## config.mk

```make
export PLATFORM = sky130hd
export DESIGN_NAME = scancode_to_ascii_translator_unit
export DESIGN_NICKNAME = d
export VERILOG_FILES = /design/src/rtl/core/sc2a_pkg.sv /design/src/rtl/core/sc2a_decode.sv /design/src/rtl/core/scancode_to_ascii_translator_unit.sv
export SDC_FILE = /design/constraint.sdc
export NUM_CORES = 1
export LEC_CHECK = 0
export ABC_AREA = 0
export BUFFER_PORTS_ARGS = -buffer_cell sky130_fd_sc_hd__buf_2
export CORE_UTILIZATION = 30
export DETAILED_ROUTE_END_ITERATION = 8
export GPL_TIMING_DRIVEN = 0
export SYNTH_ARGS = -nofsm -noshare
export SYNTH_HDL_FRONTEND = slang
export SYNTH_SLANG_ARGS = --single-unit
```

## constraint.sdc

```tcl
create_clock -name clk -period 3.86 [get_ports clk]
set_input_delay 0.772 -clock clk [delete_from_list [all_inputs] [get_ports clk]]
set_output_delay 0.772 -clock clk [all_outputs]
set_load 0.02 [all_outputs]
```

## src/rtl/core/sc2a_pkg.sv

```systemverilog
package sc2a_pkg;

    localparam int unsigned CodeW  = 8;
    localparam int unsigned CharW  = 7;
    localparam int unsigned IndexW = 6;

    localparam logic [CodeW-1:0] CODE_LSHIFT_MAKE  = 8'h2A;
    localparam logic [CodeW-1:0] CODE_LSHIFT_BREAK = 8'hAA;
    localparam logic [CodeW-1:0] CODE_RSHIFT_MAKE  = 8'h36;
    localparam logic [CodeW-1:0] CODE_RSHIFT_BREAK = 8'hB6;
    localparam logic [CodeW-1:0] CODE_CAPS_MAKE    = 8'h3A;
    localparam logic [CodeW-1:0] CODE_BREAK_BIT    = 8'h80;
    localparam logic [CodeW-1:0] MAP_LEN           = 8'd58;
    localparam logic [CharW-1:0] CASE_OFFSET       = 7'd32;
    localparam logic [CharW-1:0] CHAR_NONE         = 7'h00;

    typedef struct packed {
        logic lshift;
        logic rshift;
        logic caps;
    } mod_flags_t;

    function automatic logic is_lower(input logic [CharW-1:0] ch);
        return (ch >= 7'h61) && (ch <= 7'h7A);
    endfunction

    function automatic logic is_upper(input logic [CharW-1:0] ch);
        return (ch >= 7'h41) && (ch <= 7'h5A);
    endfunction

    // US layout, unshifted
    function automatic logic [CharW-1:0] plain_map(input logic [IndexW-1:0] idx);
        logic [CharW-1:0] ch;
        case (idx)
            6'd1:    ch = 7'h1B;
            6'd2:    ch = 7'h31;
            6'd3:    ch = 7'h32;
            6'd4:    ch = 7'h33;
            6'd5:    ch = 7'h34;
            6'd6:    ch = 7'h35;
            6'd7:    ch = 7'h36;
            6'd8:    ch = 7'h37;
            6'd9:    ch = 7'h38;
            6'd10:   ch = 7'h39;
            6'd11:   ch = 7'h30;
            6'd12:   ch = 7'h2D;
            6'd13:   ch = 7'h3D;
            6'd14:   ch = 7'h08;
            6'd15:   ch = 7'h09;
            6'd16:   ch = 7'h71;
            6'd17:   ch = 7'h77;
            6'd18:   ch = 7'h65;
            6'd19:   ch = 7'h72;
            6'd20:   ch = 7'h74;
            6'd21:   ch = 7'h79;
            6'd22:   ch = 7'h75;
            6'd23:   ch = 7'h69;
            6'd24:   ch = 7'h6F;
            6'd25:   ch = 7'h70;
            6'd26:   ch = 7'h5B;
            6'd27:   ch = 7'h5D;
            6'd28:   ch = 7'h0A;
            6'd30:   ch = 7'h61;
            6'd31:   ch = 7'h73;
            6'd32:   ch = 7'h64;
            6'd33:   ch = 7'h66;
            6'd34:   ch = 7'h67;
            6'd35:   ch = 7'h68;
            6'd36:   ch = 7'h6A;
            6'd37:   ch = 7'h6B;
            6'd38:   ch = 7'h6C;
            6'd39:   ch = 7'h3B;
            6'd40:   ch = 7'h27;
            6'd41:   ch = 7'h60;
            6'd43:   ch = 7'h5C;
            6'd44:   ch = 7'h7A;
            6'd45:   ch = 7'h78;
            6'd46:   ch = 7'h63;
            6'd47:   ch = 7'h76;
            6'd48:   ch = 7'h62;
            6'd49:   ch = 7'h6E;
            6'd50:   ch = 7'h6D;
            6'd51:   ch = 7'h2C;
            6'd52:   ch = 7'h2E;
            6'd53:   ch = 7'h2F;
            6'd55:   ch = 7'h2A;
            6'd57:   ch = 7'h20;
            default: ch = CHAR_NONE;
        endcase
        return ch;
    endfunction

    // US layout with shift: symbols differ, letters go upper case
    function automatic logic [CharW-1:0] shift_map(input logic [IndexW-1:0] idx);
        logic [CharW-1:0] base;
        logic [CharW-1:0] ch;
        base = plain_map(idx);
        case (idx)
            6'd2:    ch = 7'h21;
            6'd3:    ch = 7'h40;
            6'd4:    ch = 7'h23;
            6'd5:    ch = 7'h24;
            6'd6:    ch = 7'h25;
            6'd7:    ch = 7'h5E;
            6'd8:    ch = 7'h26;
            6'd9:    ch = 7'h2A;
            6'd10:   ch = 7'h28;
            6'd11:   ch = 7'h29;
            6'd12:   ch = 7'h5F;
            6'd13:   ch = 7'h2B;
            6'd26:   ch = 7'h7B;
            6'd27:   ch = 7'h7D;
            6'd39:   ch = 7'h3A;
            6'd40:   ch = 7'h22;
            6'd41:   ch = 7'h7E;
            6'd43:   ch = 7'h7C;
            6'd51:   ch = 7'h3C;
            6'd52:   ch = 7'h3E;
            6'd53:   ch = 7'h3F;
            default: ch = is_lower(base) ? (base - CASE_OFFSET) : base;
        endcase
        return ch;
    endfunction

endpackage

```

## src/rtl/core/sc2a_decode.sv

```systemverilog
module sc2a_decode (
    input  logic [sc2a_pkg::CodeW-1:0] code,
    input  sc2a_pkg::mod_flags_t       flags,
    output sc2a_pkg::mod_flags_t       flags_next,
    output logic                       emit,
    output logic [sc2a_pkg::CharW-1:0] ch
);
    import sc2a_pkg::*;

    logic                is_mod;
    logic                mapped;
    logic [CharW-1:0]    looked;

    always_comb
    begin
        flags_next = flags;
        is_mod     = 1'b1;
        case (code)
            CODE_LSHIFT_MAKE:  flags_next.lshift = 1'b1;
            CODE_LSHIFT_BREAK: flags_next.lshift = 1'b0;
            CODE_RSHIFT_MAKE:  flags_next.rshift = 1'b1;
            CODE_RSHIFT_BREAK: flags_next.rshift = 1'b0;
            CODE_CAPS_MAKE:    flags_next.caps   = ~flags.caps;
            default:           is_mod            = 1'b0;
        endcase
    end

    always_comb
    begin
        mapped = ((code & CODE_BREAK_BIT) == '0) && (code < MAP_LEN);
        looked = (flags.lshift || flags.rshift) ? shift_map(code[IndexW-1:0])
                                                 : plain_map(code[IndexW-1:0]);
        ch = looked;
        if (flags.caps)
        begin
            if (is_lower(looked))
                ch = looked - CASE_OFFSET;
            else if (is_upper(looked))
                ch = looked + CASE_OFFSET;
        end
        emit = !is_mod && mapped && (looked != CHAR_NONE);
    end

endmodule

```

## src/rtl/core/scancode_to_ascii_translator_unit.sv

```systemverilog
// Channel  | Direction | Handshake            | Payload
// -------- | --------- | -------------------- | -------------------------------
// input    | in        | in_valid / in_ready  | scan_byte [7:0], one scancode
// result   | out       | out_valid/ out_ready | ascii_char [6:0], one character
//
// One beat per cycle sustained while no result is held; a scancode beat passes the
// input register, then the result register, before its character appears.
// Modifier flags update as the byte leaves the input register, in beat order.
// Reset clears the shift and caps lock flags and both stage valids.
// A held result stalls the input register; in_ready drops only when both are full.
// Bytes that give no character leave no result beat.
module scancode_to_ascii_translator_unit (
    input  logic                       clk,
    input  logic                       rst_n,
    input  logic                       in_valid,
    output logic                       in_ready,
    input  logic [sc2a_pkg::CodeW-1:0] scan_byte,
    output logic                       out_valid,
    input  logic                       out_ready,
    output logic [sc2a_pkg::CharW-1:0] ascii_char
);
    import sc2a_pkg::*;

    logic             s1_valid_reg;
    logic [CodeW-1:0] s1_code_reg;
    logic             s2_valid_reg;
    logic             s2_valid_next;
    logic [CharW-1:0] s2_char_reg;
    mod_flags_t       flags_reg;
    mod_flags_t       flags_next;
    logic             advance;
    logic             emit;
    logic [CharW-1:0] dec_char;

    sc2a_decode u_decode (
        .code       (s1_code_reg),
        .flags      (flags_reg),
        .flags_next (flags_next),
        .emit       (emit),
        .ch         (dec_char)
    );

    assign advance  = !s2_valid_reg || out_ready;
    assign in_ready = !s1_valid_reg || advance;

    always_comb
    begin
        s2_valid_next = s2_valid_reg && !out_ready;
        if (s1_valid_reg && advance)
            s2_valid_next = emit;
    end

    always_ff @(posedge clk or negedge rst_n)
    begin
        if (!rst_n)
        begin
            s1_valid_reg <= 1'b0;
            s2_valid_reg <= 1'b0;
            flags_reg    <= '0;
        end
        else
        begin
            if (in_ready)
                s1_valid_reg <= in_valid;
            s2_valid_reg <= s2_valid_next;
            // commit modifier changes as the byte moves on
            if (s1_valid_reg && advance)
                flags_reg <= flags_next;
        end
    end

    always_ff @(posedge clk)
    begin
        if (in_ready && in_valid)
            s1_code_reg <= scan_byte;
        if (s1_valid_reg && advance && emit)
            s2_char_reg <= dec_char;
    end

    assign out_valid  = s2_valid_reg;
    assign ascii_char = s2_char_reg;

endmodule

```

==> flow_summary.yaml <==
run_status:
  status: "completed"
synth:
  ys_ff_latch: 27
  synth_area_leaders: "edfxtp_1 17%, ha_1 6.0%, dfxtp_1 5.2%, a21oi_1 4.6%, dfrtp_1 4.6%"
  async_flop_share: 0.1852
  ys_warn_count: 0
  ys_types: 74
  synth_area_leader_cell: "edfxtp_1"
  dominantRegCellSynth: "edfxtp_1"
  synth_fp_nets: 350
  synth_cells: 325
  syn_area_per_cell_um2: 8.370
  yosysTopAreaCellShare: 0.1656
  mappedNetlistArea_um2: 2720
  synth-edff-count: 15
  ys_seq_area_frac: 0.2631
clock_tree:
  clkSlewWorstSetupHoldPaths_ns: 0.10
  numCtsBuffers: 3
  clockRootBuffer: "clkbuf_8"
  cts_setup_buffers: 0
  clk_latency_ns: 0.29
  cts_sinks: 27
  holdBufCountCts: 0
  cts_max_level: 1
  clock_path_buffers: 2
  cts_tree: "done"
setup_path:
  critPathMaxFanout: 11
  cp_data_required_time_ns: 4.04
  path_class: "input port to flip-flop"
  arrival_ns: 3.69
  reg2reg_depth: 10
  crit_path_end_kind: "flip-flop"
  cp-start-kind: "input port"
layout:
  multiInputGateArea_um2: 1843
  final_cells: 457
  syn2layout_area_growth_pct: 10.53
  seq_area_um2: 715.7
  final_net_count: 375
  utilization: 0.3431
  n_antenna_cell: 0
  drive_gt1_frac: 0.1719
  nFillCells: 912
drt:
  firstDrtPassIters: 6
  remaining_drc_errors: 0
  antenna_left: 0
  drt-wirelength-per-cell_um: 15.91
  avgViaCountPerCell: 5.849
  totalWireLength_mm: 7.269
  drtIter0Drc: 246
  dr_total_vias: 2673
global_route:
  grt_use_total: 0.1532
  grt_pass1_wl_mm: 12.11
  antenna_found_initial: 0
  first_global_vias: 2453
  grt-ovfl-total: 0
  grt_max_degree: 17
power:
  power_leakage_nw: 1.176
  pwr-share-clk: 0.167
  p_switching_w: 0.0004088
  intPower_w: 0.0006138
  totalPowerFinal_w: 0.001023
  p_per_area_nw_per_um2: 340.1
  sequentialPowerShare: 0.368
  switching_share: 0.3998
  ir_drop_mv: 0.09786
  power_frac_comb: 0.466
timing:
  maxSlewViolCount: 0
  timing.fmax_ghz: 0.2849
  setup-violations-final: 0
  hold_viol: 0
  slew_headroom: 0.4314
  min_period_ns: 3.510
  fin_crit_sh: 0.9092
  rsz0062_at_grt: "no"
  skew_ns: 0.01123
  worst-slew-pin-transition_ns: 0.8292
placement:
  dpl.hpwl_mm: 5.594
  gp_congestion: 0.9601
  placed_cells: 453
  portBuffers: 20
die:
  start_util: 0.3104
  io_pins: 21
  die-area_um2: 9452
  core_area_um2: 8763
  rows: 34
  die_w_um: 97.22
  die_y_um: 97.22
job:
  drv_cap: 0
hold_path:
  min_path_type: "input port to asynchronous set/reset pin"
-- Yosys cell counts, drive strengths merged (7+ instances only) --
library cell,number
a21oi,26
a31oi,8
buf,10
clkbuf,13
dfxtp,7
edfxtp,15
ha,13
inv,13
mux2,7
mux2i,7
nand2,25
nand2b,8
nand3,10
nor2,32
o211ai,9
o21ai,20
-- cells in the final DEF, fill, tap and decap left out, types with 4 or more instances in the layout --
cell	n
nor3_1	5
nand2_1	25
nand3_1	10
nor4bb_1	4
a211oi_1	5
nor2_1	32
nor3b_1	5
a31oi_1	7
mux2_2	5
buf_2	26
o211ai_1	8
nand2b_1	7
a21oi_1	25
edfxtp_1	15
clkbuf_1	13
nand3b_1	6
inv_1	13
dfrtp_1	5
dfxtp_1	7
o21ai_0	20
mux2i_1	6
ha_1	13
-- power groups by stage --
stage | logic, W | clock network (W) | registers [W]
detailed placement | 0.000468 | 0 | 0.000382
global route | 0.000524 | 0.000184 | 0.000381
floorplan | 0.000362 | 0 | 0.000380
global placement | 0.000465 | 0 | 0.000381
CTS | 0.000470 | 0.000172 | 0.000375
finish | 0.000476 | 0.000170 | 0.000376
-- through the flow --
step	worst slack, ns	hold WS (ns)	cell area (um^2)	setup TNS [ns]
2_1_floorplan	0.6386	0.4685	2720	0
3_3_place_gp	-0.1929	0.5263	2955	-0.2453
3_5_place_dp	-0.1592	0.5399	2955	-0.2144
4_1_cts	0.1331	0.2974	3003	0
5_1_grt	0.1923	0.2912	3007	0
6_report	0.3505	0.2965	3007	0
-- final timing paths --
kind | from | end | slack, ns
setup / recovery | out_ready | flip-flop | 0.35
hold / removal | rst_n | out_valid | 0.30
setup reg to reg | out_valid | flip-flop | 0.59
hold reg to reg | s1_code_reg[7] | flags_reg[2] | 0.55
max in group asynchronous | rst_n | s1_valid_reg | 3.40
min in group clk | s1_code_reg[7] | flags_reg[2] | 0.55
-- area by class of cell --
class                   count  area share
plain buffers              23     0.03870
clock buffers               3     0.01373
clock inverters             1    0.002081
inverters                  13     0.01623
multi-input cells         262      0.6130
flip-flops and latches     27      0.2380
well taps                 108     0.04494
repair buffers             20     0.03329
-- logic make-up (layout without fill, tap and decap cells) --
group           count (synthesis)  in the layout  synth area share
buf+inv                        36             60           0.06072
flops                          27             27            0.2631
xor+xnor                        3              3          0.009661
fa+ha+maj                      13             13           0.05980
simple gates                  119            119            0.2383
compound gates                113            113            0.3110
mux                            14             14           0.05750
-- timing repair --
action                                 4_1_cts  5_1_grt
resized for setup                            0        1
endpoints found under the hold margin        0        0
setup endpoints to repair                    0        1
-- metal layers --
layer | wire length, um | part of all wire | up-vias | GRT usage
met2 | 3387 | 0.47 | 124 | 0.2508
li1 | - | - | 1283 | -
met4 | 141 | 0.019 | 0 | 0.04412
met3 | 504 | 0.069 | 15 | 0.02158
met5 | 0 | 0 | - | 0
met1 | 3236 | 0.45 | 1251 | 0.2099
-- critical path, cell delays in order --
cell      delay (ns)
buf_2           0.12
nand3b_1        0.27
nand2_1         0.33
mux2i_2         0.66
inv_1           0.35
ha_1            0.32
nor2_1          0.25
a21oi_1         0.07
nand2_1         0.08
o311ai_0        0.13
o21ai_0         0.33
Power figures use the tool's default switching activity.
